### src/sv/sbce_pkg.sv
// Shared types and constants of the SCSI block command engine.
package sbce_pkg;

  localparam int unsigned BUFFER_BYTES_DEF = 512;
  localparam int unsigned IN_DATA_W  = 112;
  localparam int unsigned OUT_DATA_W = 104;
  localparam int unsigned CFG_ADDR_W = 3;
  localparam int unsigned CFG_DATA_W = 32;
  localparam int unsigned DIV_STEPS  = 32;

  localparam logic [CFG_ADDR_W-1:0] REG_TOTAL_BLOCKS = 3'd0;
  localparam logic [CFG_ADDR_W-1:0] REG_BLOCK_BYTES  = 3'd1;
  localparam logic [CFG_ADDR_W-1:0] REG_READY        = 3'd2;
  localparam logic [CFG_ADDR_W-1:0] REG_WRITABLE     = 3'd3;
  localparam logic [CFG_ADDR_W-1:0] REG_INQ_EXTRA    = 3'd4;

  localparam logic [1:0] PH_CMD  = 2'd0;
  localparam logic [1:0] PH_DIN  = 2'd1;
  localparam logic [1:0] PH_DOUT = 2'd2;
  localparam logic [1:0] PH_STAT = 2'd3;

  localparam logic [7:0] OP_TUR       = 8'h00;
  localparam logic [7:0] OP_SENSE     = 8'h03;
  localparam logic [7:0] OP_INQUIRY   = 8'h12;
  localparam logic [7:0] OP_MODE6     = 8'h1A;
  localparam logic [7:0] OP_STARTSTOP = 8'h1B;
  localparam logic [7:0] OP_REMOVAL   = 8'h1E;
  localparam logic [7:0] OP_FMTCAP    = 8'h23;
  localparam logic [7:0] OP_CAP10     = 8'h25;
  localparam logic [7:0] OP_READ10    = 8'h28;
  localparam logic [7:0] OP_WRITE10   = 8'h2A;
  localparam logic [7:0] OP_VERIFY10  = 8'h2F;
  localparam logic [7:0] OP_MODE10    = 8'h5A;

  localparam logic [3:0] SK_ILLEGAL   = 4'd5;
  localparam logic [3:0] SK_NOT_READY = 4'd2;
  localparam logic [3:0] SK_MEDIUM    = 4'd4;
  localparam logic [7:0] ASC_INV_OP   = 8'h20;
  localparam logic [7:0] ASC_INV_FLD  = 8'h24;
  localparam logic [7:0] ASC_RANGE    = 8'h21;
  localparam logic [7:0] ASC_NO_MED   = 8'h3A;
  localparam logic [7:0] ASC_WPROT    = 8'h27;
  localparam logic [7:0] ASC_RD_ERR   = 8'h11;
  localparam logic [7:0] ASC_WR_FLT   = 8'h03;

  localparam logic [2:0] RK_NONE    = 3'd0;
  localparam logic [2:0] RK_INQUIRY = 3'd1;
  localparam logic [2:0] RK_VPD     = 3'd2;
  localparam logic [2:0] RK_CAP     = 3'd3;
  localparam logic [2:0] RK_FMTCAP  = 3'd4;
  localparam logic [2:0] RK_MODE    = 3'd5;
  localparam logic [2:0] RK_SENSE   = 3'd6;

  localparam logic [15:0] LEN_VPD    = 16'd5;
  localparam logic [15:0] LEN_FMTCAP = 16'd12;
  localparam logic [15:0] LEN_SENSE  = 16'd18;
  localparam logic [15:0] LEN_MODE   = 16'd8;
  localparam logic [15:0] LEN_CAP    = 16'd8;
  localparam logic [15:0] INQ_HDR    = 16'd4;

  typedef struct packed {
    logic latch;
    logic eval;
    logic div_start;
    logic div_sel_b;
    logic div_step;
    logic load_out;
  } ctl_t;

  typedef struct packed {
    logic need_div;
    logic div_last;
  } sts_t;

endpackage

### src/sv/sbce_dp.sv
// Datapath: configuration, command state, products, serial divider, output register.
module sbce_dp #(
  parameter int unsigned BUFFER_BYTES = sbce_pkg::BUFFER_BYTES_DEF
) (
  input  logic                              clk,
  input  logic                              rst_n,
  input  logic                              cfg_we,
  input  logic [sbce_pkg::CFG_ADDR_W-1:0]   cfg_addr,
  input  logic [sbce_pkg::CFG_DATA_W-1:0]   cfg_wdata,
  input  logic [sbce_pkg::IN_DATA_W-1:0]    in_tdata,
  input  logic                              in_tuser,
  input  sbce_pkg::ctl_t                    ctl,
  output sbce_pkg::sts_t                    sts,
  output logic [sbce_pkg::OUT_DATA_W-1:0]   out_tdata,
  output logic [2:0]                        out_tuser
);

  localparam int unsigned CHUNK_W = $clog2(BUFFER_BYTES + 1);
  localparam logic [31:0] BUF32 = 32'(BUFFER_BYTES);

  logic [31:0] total_blocks_r;
  logic [12:0] block_bytes_r;
  logic        ready_r, writable_r;
  logic [7:0]  inq_extra_r;

  logic        func_r, dir_r, vpd_r, bchk_r, ok_r;
  logic [7:0]  op_r;
  logic [31:0] host_r, lba_r;
  logic [15:0] nblk_r, alloc_r;

  logic [31:0] addr_prod_r;
  logic [31:0] len_prod_r;
  logic        range_bad_r;

  logic [1:0]  phase_r, phase_nxt;
  logic [31:0] ba_r, ba_nxt, br_r, br_nxt, res_r, res_nxt;
  logic        failed_r, failed_nxt;
  logic [3:0]  key_r, key_nxt;
  logic [7:0]  code_r, code_nxt;

  logic [9:0]  xfer_r, xfer_nxt;
  logic [2:0]  kind_r, kind_nxt;
  logic        mwrite_r, mwrite_nxt;
  logic [31:0] daddr_r, daddr_nxt;
  logic [CHUNK_W-1:0] dlen_r, dlen_nxt;
  logic [31:0] mblock_r;
  logic [9:0]  mblocks_r;
  logic        media;

  logic [13:0] rem_r;
  logic [31:0] q_r;
  logic [4:0]  cnt_r;
  logic [13:0] trial;
  logic        ge;

  always_ff @(posedge clk) begin
    if (!rst_n) begin
      total_blocks_r <= 32'd1;
      block_bytes_r  <= 13'd512;
      ready_r        <= 1'b0;
      writable_r     <= 1'b0;
      inq_extra_r    <= 8'd31;
    end else if (cfg_we) begin
      case (cfg_addr)
        sbce_pkg::REG_TOTAL_BLOCKS: total_blocks_r <= cfg_wdata;
        sbce_pkg::REG_BLOCK_BYTES:  block_bytes_r  <= cfg_wdata[12:0];
        sbce_pkg::REG_READY:        ready_r        <= cfg_wdata[0];
        sbce_pkg::REG_WRITABLE:     writable_r     <= cfg_wdata[0];
        sbce_pkg::REG_INQ_EXTRA:    inq_extra_r    <= cfg_wdata[7:0];
        default: ;
      endcase
    end
  end

  always_ff @(posedge clk) begin
    if (ctl.latch) begin
      func_r  <= in_tuser;
      op_r    <= in_tdata[7:0];
      dir_r   <= in_tdata[8];
      host_r  <= in_tdata[40:9];
      lba_r   <= in_tdata[72:41];
      nblk_r  <= in_tdata[88:73];
      alloc_r <= in_tdata[104:89];
      vpd_r   <= in_tdata[105];
      bchk_r  <= in_tdata[106];
      ok_r    <= in_tdata[107];
    end
    addr_prod_r <= lba_r * {19'd0, block_bytes_r};
    len_prod_r  <= {16'd0, nblk_r} * {19'd0, block_bytes_r};
    range_bad_r <= ({1'b0, lba_r} + {17'd0, nblk_r}) > {1'b0, total_blocks_r};
  end

  always_comb begin
    logic [31:0] len;
    logic [15:0] resp;
    logic [2:0]  kind;
    logic        wr;
    phase_nxt  = phase_r;
    ba_nxt     = ba_r;
    br_nxt     = br_r;
    res_nxt    = res_r;
    failed_nxt = failed_r;
    key_nxt    = key_r;
    code_nxt   = code_r;
    xfer_nxt   = 10'd0;
    kind_nxt   = sbce_pkg::RK_NONE;
    mwrite_nxt = 1'b0;
    daddr_nxt  = ba_r;
    dlen_nxt   = '0;
    media      = 1'b0;
    len        = 32'd0;
    resp       = 16'd0;
    kind       = sbce_pkg::RK_NONE;
    wr         = (op_r == sbce_pkg::OP_WRITE10);
    if (!func_r) begin
      failed_nxt = 1'b0;
      res_nxt    = host_r;
      phase_nxt  = sbce_pkg::PH_CMD;
      case (op_r)
        sbce_pkg::OP_READ10, sbce_pkg::OP_WRITE10: begin
          if (dir_r == wr) begin
            failed_nxt = 1'b1; key_nxt = sbce_pkg::SK_ILLEGAL; code_nxt = sbce_pkg::ASC_INV_OP;
          end else if (!ready_r) begin
            failed_nxt = 1'b1; key_nxt = sbce_pkg::SK_NOT_READY;
            code_nxt = sbce_pkg::ASC_NO_MED;
          end else if (wr && !writable_r) begin
            failed_nxt = 1'b1; key_nxt = sbce_pkg::SK_NOT_READY;
            code_nxt = sbce_pkg::ASC_WPROT;
          end else if (range_bad_r) begin
            failed_nxt = 1'b1; key_nxt = sbce_pkg::SK_ILLEGAL; code_nxt = sbce_pkg::ASC_RANGE;
          end else begin
            ba_nxt = addr_prod_r;
            br_nxt = len_prod_r;
            len    = (len_prod_r < BUF32) ? len_prod_r : BUF32;
            if (host_r != len_prod_r) begin
              failed_nxt = 1'b1; key_nxt = sbce_pkg::SK_ILLEGAL;
              code_nxt = sbce_pkg::ASC_INV_OP;
            end else if (wr) begin
              phase_nxt = sbce_pkg::PH_DOUT;
              xfer_nxt  = len[9:0];
            end else begin
              phase_nxt = sbce_pkg::PH_DIN;
              media     = 1'b1;
              daddr_nxt = addr_prod_r;
              dlen_nxt  = len[CHUNK_W-1:0];
              if (!ok_r) begin
                failed_nxt = 1'b1; key_nxt = sbce_pkg::SK_MEDIUM;
                code_nxt = sbce_pkg::ASC_RD_ERR; phase_nxt = sbce_pkg::PH_STAT;
              end else begin
                xfer_nxt = len[9:0];
                ba_nxt   = addr_prod_r + len;
                br_nxt   = len_prod_r - len;
                res_nxt  = host_r - len;
                if (len_prod_r == len) phase_nxt = sbce_pkg::PH_STAT;
              end
            end
          end
        end
        sbce_pkg::OP_VERIFY10: begin
          if (bchk_r) begin
            failed_nxt = 1'b1; key_nxt = sbce_pkg::SK_ILLEGAL; code_nxt = sbce_pkg::ASC_INV_FLD;
          end else if (range_bad_r) begin
            failed_nxt = 1'b1; key_nxt = sbce_pkg::SK_ILLEGAL; code_nxt = sbce_pkg::ASC_RANGE;
          end
        end
        sbce_pkg::OP_INQUIRY: begin
          resp = vpd_r ? sbce_pkg::LEN_VPD : ({8'd0, inq_extra_r} + sbce_pkg::INQ_HDR);
          kind = vpd_r ? sbce_pkg::RK_VPD : sbce_pkg::RK_INQUIRY;
        end
        sbce_pkg::OP_FMTCAP: begin
          resp = sbce_pkg::LEN_FMTCAP; kind = sbce_pkg::RK_FMTCAP;
        end
        sbce_pkg::OP_TUR: begin
          if (host_r != 32'd0) begin
            failed_nxt = 1'b1; key_nxt = sbce_pkg::SK_ILLEGAL; code_nxt = sbce_pkg::ASC_INV_OP;
          end else if (!ready_r) begin
            failed_nxt = 1'b1; key_nxt = sbce_pkg::SK_NOT_READY;
            code_nxt = sbce_pkg::ASC_NO_MED;
          end
        end
        sbce_pkg::OP_SENSE: begin
          resp = sbce_pkg::LEN_SENSE; kind = sbce_pkg::RK_SENSE;
        end
        sbce_pkg::OP_STARTSTOP, sbce_pkg::OP_REMOVAL: ;
        sbce_pkg::OP_MODE6, sbce_pkg::OP_MODE10: begin
          resp = sbce_pkg::LEN_MODE; kind = sbce_pkg::RK_MODE;
        end
        sbce_pkg::OP_CAP10: begin
          if (!ready_r) begin
            failed_nxt = 1'b1; key_nxt = sbce_pkg::SK_NOT_READY;
            code_nxt = sbce_pkg::ASC_NO_MED;
          end else begin
            resp = sbce_pkg::LEN_CAP; kind = sbce_pkg::RK_CAP;
          end
        end
        default: begin
          failed_nxt = 1'b1; key_nxt = sbce_pkg::SK_ILLEGAL; code_nxt = sbce_pkg::ASC_INV_OP;
        end
      endcase
      if (op_r != sbce_pkg::OP_CAP10 && resp > alloc_r) resp = alloc_r;
      if ({16'd0, resp} > host_r) resp = host_r[15:0];
      if (phase_nxt == sbce_pkg::PH_CMD) begin
        if (!failed_nxt && resp != 16'd0) begin
          xfer_nxt = resp[9:0];
          kind_nxt = kind;
          res_nxt  = host_r - {16'd0, resp};
        end
        phase_nxt = sbce_pkg::PH_STAT;
      end
    end else begin
      len = (br_r < BUF32) ? br_r : BUF32;
      case (phase_r)
        sbce_pkg::PH_DIN, sbce_pkg::PH_DOUT: begin
          media      = 1'b1;
          mwrite_nxt = (phase_r == sbce_pkg::PH_DOUT);
          daddr_nxt  = ba_r;
          dlen_nxt   = len[CHUNK_W-1:0];
          if (!ok_r) begin
            failed_nxt = 1'b1; key_nxt = sbce_pkg::SK_MEDIUM;
            code_nxt  = mwrite_nxt ? sbce_pkg::ASC_WR_FLT : sbce_pkg::ASC_RD_ERR;
            phase_nxt = sbce_pkg::PH_STAT;
          end else begin
            ba_nxt  = ba_r + len;
            br_nxt  = br_r - len;
            res_nxt = res_r - len;
            if (!mwrite_nxt) begin
              xfer_nxt = len[9:0];
              if (br_nxt == 32'd0) phase_nxt = sbce_pkg::PH_STAT;
            end else if (br_nxt != 32'd0) begin
              xfer_nxt = (br_nxt < BUF32) ? br_nxt[9:0] : BUF32[9:0];
            end else begin
              phase_nxt = sbce_pkg::PH_STAT;
            end
          end
        end
        sbce_pkg::PH_STAT: phase_nxt = sbce_pkg::PH_CMD;
        default: ;
      endcase
    end
  end

  assign sts.need_div = media && (block_bytes_r != 13'd0);
  assign sts.div_last = (cnt_r == 5'(sbce_pkg::DIV_STEPS - 1));

  always_ff @(posedge clk) begin
    if (!rst_n) begin
      phase_r  <= sbce_pkg::PH_CMD;
      ba_r     <= '0;
      br_r     <= '0;
      res_r    <= '0;
      failed_r <= 1'b0;
      key_r    <= '0;
      code_r   <= '0;
    end else if (ctl.eval) begin
      phase_r  <= phase_nxt;
      ba_r     <= ba_nxt;
      br_r     <= br_nxt;
      res_r    <= res_nxt;
      failed_r <= failed_nxt;
      key_r    <= key_nxt;
      code_r   <= code_nxt;
    end
  end

  assign trial = {rem_r[12:0], q_r[31]};
  assign ge    = trial >= {1'b0, block_bytes_r};

  always_ff @(posedge clk) begin
    if (ctl.eval) begin
      xfer_r    <= xfer_nxt;
      kind_r    <= kind_nxt;
      mwrite_r  <= mwrite_nxt;
      daddr_r   <= daddr_nxt;
      dlen_r    <= dlen_nxt;
      mblock_r  <= '0;
      mblocks_r <= '0;
    end
    if (ctl.div_start) begin
      rem_r <= '0;
      cnt_r <= '0;
      q_r   <= ctl.div_sel_b ? 32'(dlen_r) : daddr_r;
    end else if (ctl.div_step) begin
      rem_r <= ge ? (trial - {1'b0, block_bytes_r}) : trial;
      q_r   <= {q_r[30:0], ge};
      cnt_r <= cnt_r + 5'd1;
      if (sts.div_last) begin
        if (ctl.div_sel_b) mblocks_r <= q_r[8:0] << 1 | {9'd0, ge};
        else mblock_r <= {q_r[30:0], ge};
      end
    end
    if (ctl.load_out) begin
      out_tdata <= {4'd0, res_r, mwrite_r, mblocks_r, mblock_r, xfer_r, phase_r,
                    code_r, key_r, failed_r};
      out_tuser <= kind_r;
    end
  end

endmodule

### src/sv/sbce_ctrl.sv
// Controller state machine: sequences item capture, evaluation, division and output.
module sbce_ctrl (
  input  logic           clk,
  input  logic           rst_n,
  input  logic           in_tvalid,
  output logic           in_tready,
  output logic           out_tvalid,
  input  logic           out_tready,
  input  sbce_pkg::sts_t sts,
  output sbce_pkg::ctl_t ctl
);

  typedef enum logic [7:0] {
    S_IDLE   = 8'b0000_0001,
    S_MUL    = 8'b0000_0010,
    S_EVAL   = 8'b0000_0100,
    S_DIVALD = 8'b0000_1000,
    S_DIVA   = 8'b0001_0000,
    S_DIVBLD = 8'b0010_0000,
    S_DIVB   = 8'b0100_0000,
    S_DONE   = 8'b1000_0000
  } state_t;

  state_t state_r, state_nxt;
  logic   out_valid_r, out_valid_nxt;

  assign in_tready  = (state_r == S_IDLE);
  assign out_tvalid = out_valid_r;

  always_comb begin
    state_nxt     = state_r;
    ctl           = '0;
    ctl.latch     = in_tready && in_tvalid;
    ctl.div_sel_b = (state_r == S_DIVBLD) || (state_r == S_DIVB);
    case (state_r)
      S_IDLE:   if (in_tvalid) state_nxt = S_MUL;
      S_MUL:    state_nxt = S_EVAL;
      S_EVAL: begin
        ctl.eval  = 1'b1;
        state_nxt = sts.need_div ? S_DIVALD : S_DONE;
      end
      S_DIVALD: begin
        ctl.div_start = 1'b1;
        state_nxt     = S_DIVA;
      end
      S_DIVA: begin
        ctl.div_step = 1'b1;
        if (sts.div_last) state_nxt = S_DIVBLD;
      end
      S_DIVBLD: begin
        ctl.div_start = 1'b1;
        state_nxt     = S_DIVB;
      end
      S_DIVB: begin
        ctl.div_step = 1'b1;
        if (sts.div_last) state_nxt = S_DONE;
      end
      S_DONE: begin
        if (!out_valid_r || out_tready) begin
          ctl.load_out = 1'b1;
          state_nxt    = S_IDLE;
        end
      end
      default: state_nxt = S_IDLE;
    endcase
    out_valid_nxt = ctl.load_out ? 1'b1 : (out_tready ? 1'b0 : out_valid_r);
  end

  always_ff @(posedge clk) begin
    if (!rst_n) begin
      state_r     <= S_IDLE;
      out_valid_r <= 1'b0;
    end else begin
      state_r     <= state_nxt;
      out_valid_r <= out_valid_nxt;
    end
  end

`ifndef ASSERT_OFF
  a_accept_to_mul: assert property (@(posedge clk) disable iff (!rst_n)
    (in_tvalid && in_tready) |=> (state_r == S_MUL))
    else $error("accepted item did not start work");
  a_load_only_done: assert property (@(posedge clk) disable iff (!rst_n)
    $rose(out_valid_r) |-> $past(state_r == S_DONE))
    else $error("result shown outside completion");
  a_diva_to_b: assert property (@(posedge clk) disable iff (!rst_n)
    (state_r == S_DIVA && sts.div_last) |=> (state_r == S_DIVBLD))
    else $error("second division not started");
  a_no_overwrite: assert property (@(posedge clk) disable iff (!rst_n)
    (ctl.load_out && out_valid_r) |-> out_tready)
    else $error("pending result overwritten");
`endif

endmodule

### src/sv/scsi_block_command_engine_top.sv
// Top level of the SCSI block command engine.
// One item in, one result item out. When an item causes no media access, the block
// passes it through the states MUL, EVAL and DONE, where its result is loaded into
// the output register. A media chunk with a nonzero block size also passes through
// DIVALD, DIVA, DIVBLD and DIVB: the bit-serial divider turns the byte address
// and the chunk length into block numbers, one quotient bit per cycle. One item is
// worked on at a time; the next item is taken while a result waits on the output.
module scsi_block_command_engine_top #(
  parameter int unsigned BUFFER_BYTES = sbce_pkg::BUFFER_BYTES_DEF
) (
  input  logic                             clk,
  input  logic                             rst_n,
  input  logic                             cfg_we,
  input  logic [sbce_pkg::CFG_ADDR_W-1:0]  cfg_addr,
  input  logic [sbce_pkg::CFG_DATA_W-1:0]  cfg_wdata,
  input  logic                             in_tvalid,
  output logic                             in_tready,
  // opcode, direction_in, host_length, lba, transfer_blocks, alloc_length,
  // vpd_flag, byte_check, media_ok, zero fill
  input  logic [sbce_pkg::IN_DATA_W-1:0]   in_tdata,
  // func
  input  logic                             in_tuser,
  output logic                             out_tvalid,
  input  logic                             out_tready,
  // cmd_failed, sense_key, sense_code, phase, xfer_bytes, media_block,
  // media_blocks, media_write, residue, zero fill
  output logic [sbce_pkg::OUT_DATA_W-1:0]  out_tdata,
  // response_kind
  output logic [2:0]                       out_tuser
);

  sbce_pkg::ctl_t ctl;
  sbce_pkg::sts_t sts;

  sbce_ctrl u_ctrl (
    .clk        (clk),
    .rst_n      (rst_n),
    .in_tvalid  (in_tvalid),
    .in_tready  (in_tready),
    .out_tvalid (out_tvalid),
    .out_tready (out_tready),
    .sts        (sts),
    .ctl        (ctl)
  );

  sbce_dp #(.BUFFER_BYTES(BUFFER_BYTES)) u_dp (
    .clk       (clk),
    .rst_n     (rst_n),
    .cfg_we    (cfg_we),
    .cfg_addr  (cfg_addr),
    .cfg_wdata (cfg_wdata),
    .in_tdata  (in_tdata),
    .in_tuser  (in_tuser),
    .ctl       (ctl),
    .sts       (sts),
    .out_tdata (out_tdata),
    .out_tuser (out_tuser)
  );

endmodule

### config.mk
export PLATFORM = sky130hd
export DESIGN_NAME = scsi_block_command_engine_top
export DESIGN_NICKNAME = d
export VERILOG_FILES = /design/src/sv/sbce_pkg.sv /design/src/sv/sbce_dp.sv /design/src/sv/sbce_ctrl.sv /design/src/sv/scsi_block_command_engine_top.sv
export SDC_FILE = /design/constraint.sdc
export NUM_CORES = 2
export LEC_CHECK = 0
export ABC_CLOCK_PERIOD_IN_PS = 10100
export BUFFER_PORTS_ARGS = -buffer_cell sky130_fd_sc_hd__buf_2
export CAP_MARGIN = 20
export CORE_UTILIZATION = 45
export CTS_CLUSTER_DIAMETER = 120
export DETAILED_ROUTE_END_ITERATION = 12
export GPL_TIMING_DRIVEN = 0
export MAX_ROUTING_LAYER = met4
export PLACE_DENSITY = 0.72
export SLEW_MARGIN = 30
export SYNTH_ARGS = -nofsm -noshare
export SYNTH_HDL_FRONTEND = slang
export SYNTH_SLANG_ARGS = --single-unit
### constraint.sdc
create_clock -name clk -period 10.1 [get_ports clk]
set_input_delay 0.505 -clock clk [delete_from_list [all_inputs] [get_ports clk]]
set_output_delay 0.505 -clock clk [all_outputs]
set_load 0.1 [all_outputs]
==> run metrics <==
Initial Utilization=a little under half; Worst-path clk slew=0.06 ns; Crit Path Max Fanout=10; Slew Limit Fails=0; clock group share of total power=36.3%; final wirelength=roughly 170,000 µm; status=finished clean; Worst EP required=roughly 11 ns; Netlist Area Pre-Place=50,110 µm²; leakage=23.41 nW; dpl cells=7,442; Net Sw Frac=about 32%; Post-Layout Cell Count=7,585; die height=335.7 µm; peak supply drop=153.8 µV; crit path max-delay cell type=or4_4; sequential share of the synthesized area=29.84%; layout net count=6,962; Max-Cap Viols=0; CTS max path bufs=3; Worst-Skew Late Latency=0.68 ns; Synth async-reset ratio=0%; post-route ant nets=0; Layout Skew=0.06647 ns; CTS Buf Count=between 60 and 70; # rows=122; crit path DAT=10.10 ns; Final Hold Fails=0; Avg Vias per Cell=5.769; Clock Sink Count=597; final setup margin=0.5174 ns; 1st-iter DRT viols=4,167; CP Capture Type=flip-flop; leading cell type in the layout, fill and taps excluded=nand2_1; vias in the first global route=42,290; Ys Warns=0; post-synthesis cell type count=around 100; H-tree levels=3; I/O Buffers=253; Switching Power=approximately 0.0023 W; worst slew margin relative to its limit=24.73%; number of flops mapped to enable cells by yosys=300; unrepaired setup endpoints after global routing=false; fin crit share=between 90% and 100%; # DRC=0; Total GRT Usage=30.90%; power per cell area=127.1 nW/µm²; global-route wire length before repair=256,200 µm; grt ovf=0; most frequent cell on the critical path=ha_1; #FFs+latches synth=just under 600; Post-synth top flop=edfxtp_1; Routed wire per std cell=between 20 and 25 µm; most frequent cells in the layout=902 x nand2_1, 566 x inv_1, 418 x fa_1; Slew @ Worst Pin=roughly 1.1 ns; CTS tree=yes; crit start category=flip-flop; Detailed Place HPWL=135,900 µm; power share of the combinational group=about a quarter; Internal=0.004843 W; Top-Level Pins=around 260; Setup CP Type=flip-flop to flip-flop; Fmax=104.4 MHz; largest net degree at the start of global routing=63; total power=around 0.0072 W; Root Buffer=clkbuf_16; hold crit path type=input port to flip-flop; Final setup violation count=0; drt first pass iters=6; Largest stage delay, worst path=0.62 ns; Die Width=335.7 µm; smallest hold slack=0.02056 ns; Vias=43,760; die area=112,700 µm²; Layout area overhead=12.64%; Mean Syn Cell Area=8.948 µm²; layout cells sized above 1=~7.6%; Syn Inst Count=5,600; initial antenna violation count=4; sequential share of power=just over 40%; TNS Setup=0 ns; CORE AREA=~110,000 µm²; fin crit period=9.583 ns; gpl congestion=0.9982; Placement Setup Slack=-0.4467 ns
==> worst paths after layout <==
check / from / endpoint / slack [ns] / depth (start not counted)
setup reg to reg: u_dp.op_r[3]$_DFFE_PP_ / u_dp.res_r[19]$_SDFFE_PN0P_ / 0.52 / 31
setup / recovery: u_dp.op_r[3]$_DFFE_PP_ / u_dp.res_r[19]$_SDFFE_PN0P_ / 0.52 / 31
hold reg to reg: u_dp.xfer_r[7]$_DFFE_PP_ / u_dp.out_tdata[22]$_DFFE_PP_ / 0.41 / 0
hold / removal: in_tdata[19] / u_dp.host_r[10]$_DFFE_PP_ / 0.02 / 1
==> power by group through the flow <==
stage	combinational, W	sequential (W)	clock (W)
after global routing	0.00186	0.00289	0.00272
after global placement	0.00159	0.00293	0
after CTS	0.00164	0.00288	0.00262
after detailed placement	0.00163	0.00293	0
after floorplan	0.00119	0.00280	0
final	0.00168	0.00289	0.00260
==> cells in the mapped netlist (56+ instances only) <==
| cell type | n | share of area (%) |
|---|---|---|
| a21o_1 | 73 | 1.1 |
| a21oi_1 | 341 | 3.4 |
| and2_1 | 250 | 3.1 |
| clkbuf_1 | 240 | 1.8 |
| dfxtp_1 | 297 | 12 |
| edfxtp_1 | 300 | 18 |
| fa_1 | 418 | 17 |
| ha_1 | 348 | 8.7 |
| inv_1 | 567 | 4.2 |
| nand2_1 | 902 | 6.8 |
| nand2b_1 | 56 | 0.70 |
| nand3_1 | 89 | 0.89 |
| nor2_1 | 274 | 2.1 |
| nor3_1 | 86 | 0.86 |
| o211ai_1 | 57 | 0.85 |
| o21ai_0 | 268 | 2.7 |
| xnor2_1 | 170 | 3.0 |
| xor2_1 | 87 | 1.5 |
==> layer usage <==
layer	GRT usage, %	wire, µm
met5	-	0
met3	4.874	16000
met2	47.54	75470
met1	39.57	69490
met4	15.21	9619
==> worst max-delay path, delay by kind of cell, from the launching register on <==
family	cells	cell delay (ns)
DFF	1	0.49
muxes	2	1.02
adders and majority gates	3	0.93
buffers and inverters	5	1.31
and+or+nand+nor	8	2.43
AOI/OAI and AO/OA	13	3.28
==> cell families (layout without fill, tap and decap cells) <==
group,Yosys count,after routing,share of synthesized area (%)
and+or+nand+nor,1932,1932,18.10
AOI/OAI and AO/OA,1183,1183,15.17
buffers and inverters,828,1230,6.277
adders and majority gates,767,767,25.41
DFF,597,597,29.84
xor gates and xnor gates,257,257,4.492
muxes,34,34,0.6917
other,2,97,0.01499
==> flip-flops by register name (all words and copies together) (netlist names), 13 cells and up <==
register,cells
u_dp.br_r,32
u_dp.mblock_r,32
u_dp.host_r,32
u_dp.block_bytes_r,13
u_dp.nblk_r,16
u_dp.daddr_r,32
u_dp.lba_r,32
u_dp.addr_prod_r,32
u_dp.q_r,32
u_dp.res_r,32
u_dp.total_blocks_r,32
u_dp.rem_r,13
u_dp.len_prod_r,29
u_dp.out_tdata,100
u_dp.alloc_r,16
u_dp.ba_r,32
==> area by class of cell <==
cell class	instances	area, µm²
buffer	258	1028
tap	1488	1862
clock inverter	33	559.3
timing repair buffer	284	1672
inverter	570	2145
clock buffer	85	1794
fill	10330	54080
antenna	4	10.01
sequential	597	14950
multi-input combinational	4266	32420
==> per-stage QoR <==
stage,utilization (%),area (µm²)
after floorplan,-,50450
after global placement,48.48,53580
after detailed placement,48.70,53820
after CTS,51.03,56390
after global routing,51.07,56440
final,51.07,56440
==> repair_timing <==
item | CTS | global route
gates resized for setup | 2 | 7
setup buffers | 0 | 0
hold endpoints to repair | 21 | 0
hold buffers | 21 | 0
setup endpoints to repair | 8 | 22
No activity file was read; power rests on OpenSTA's default activity.
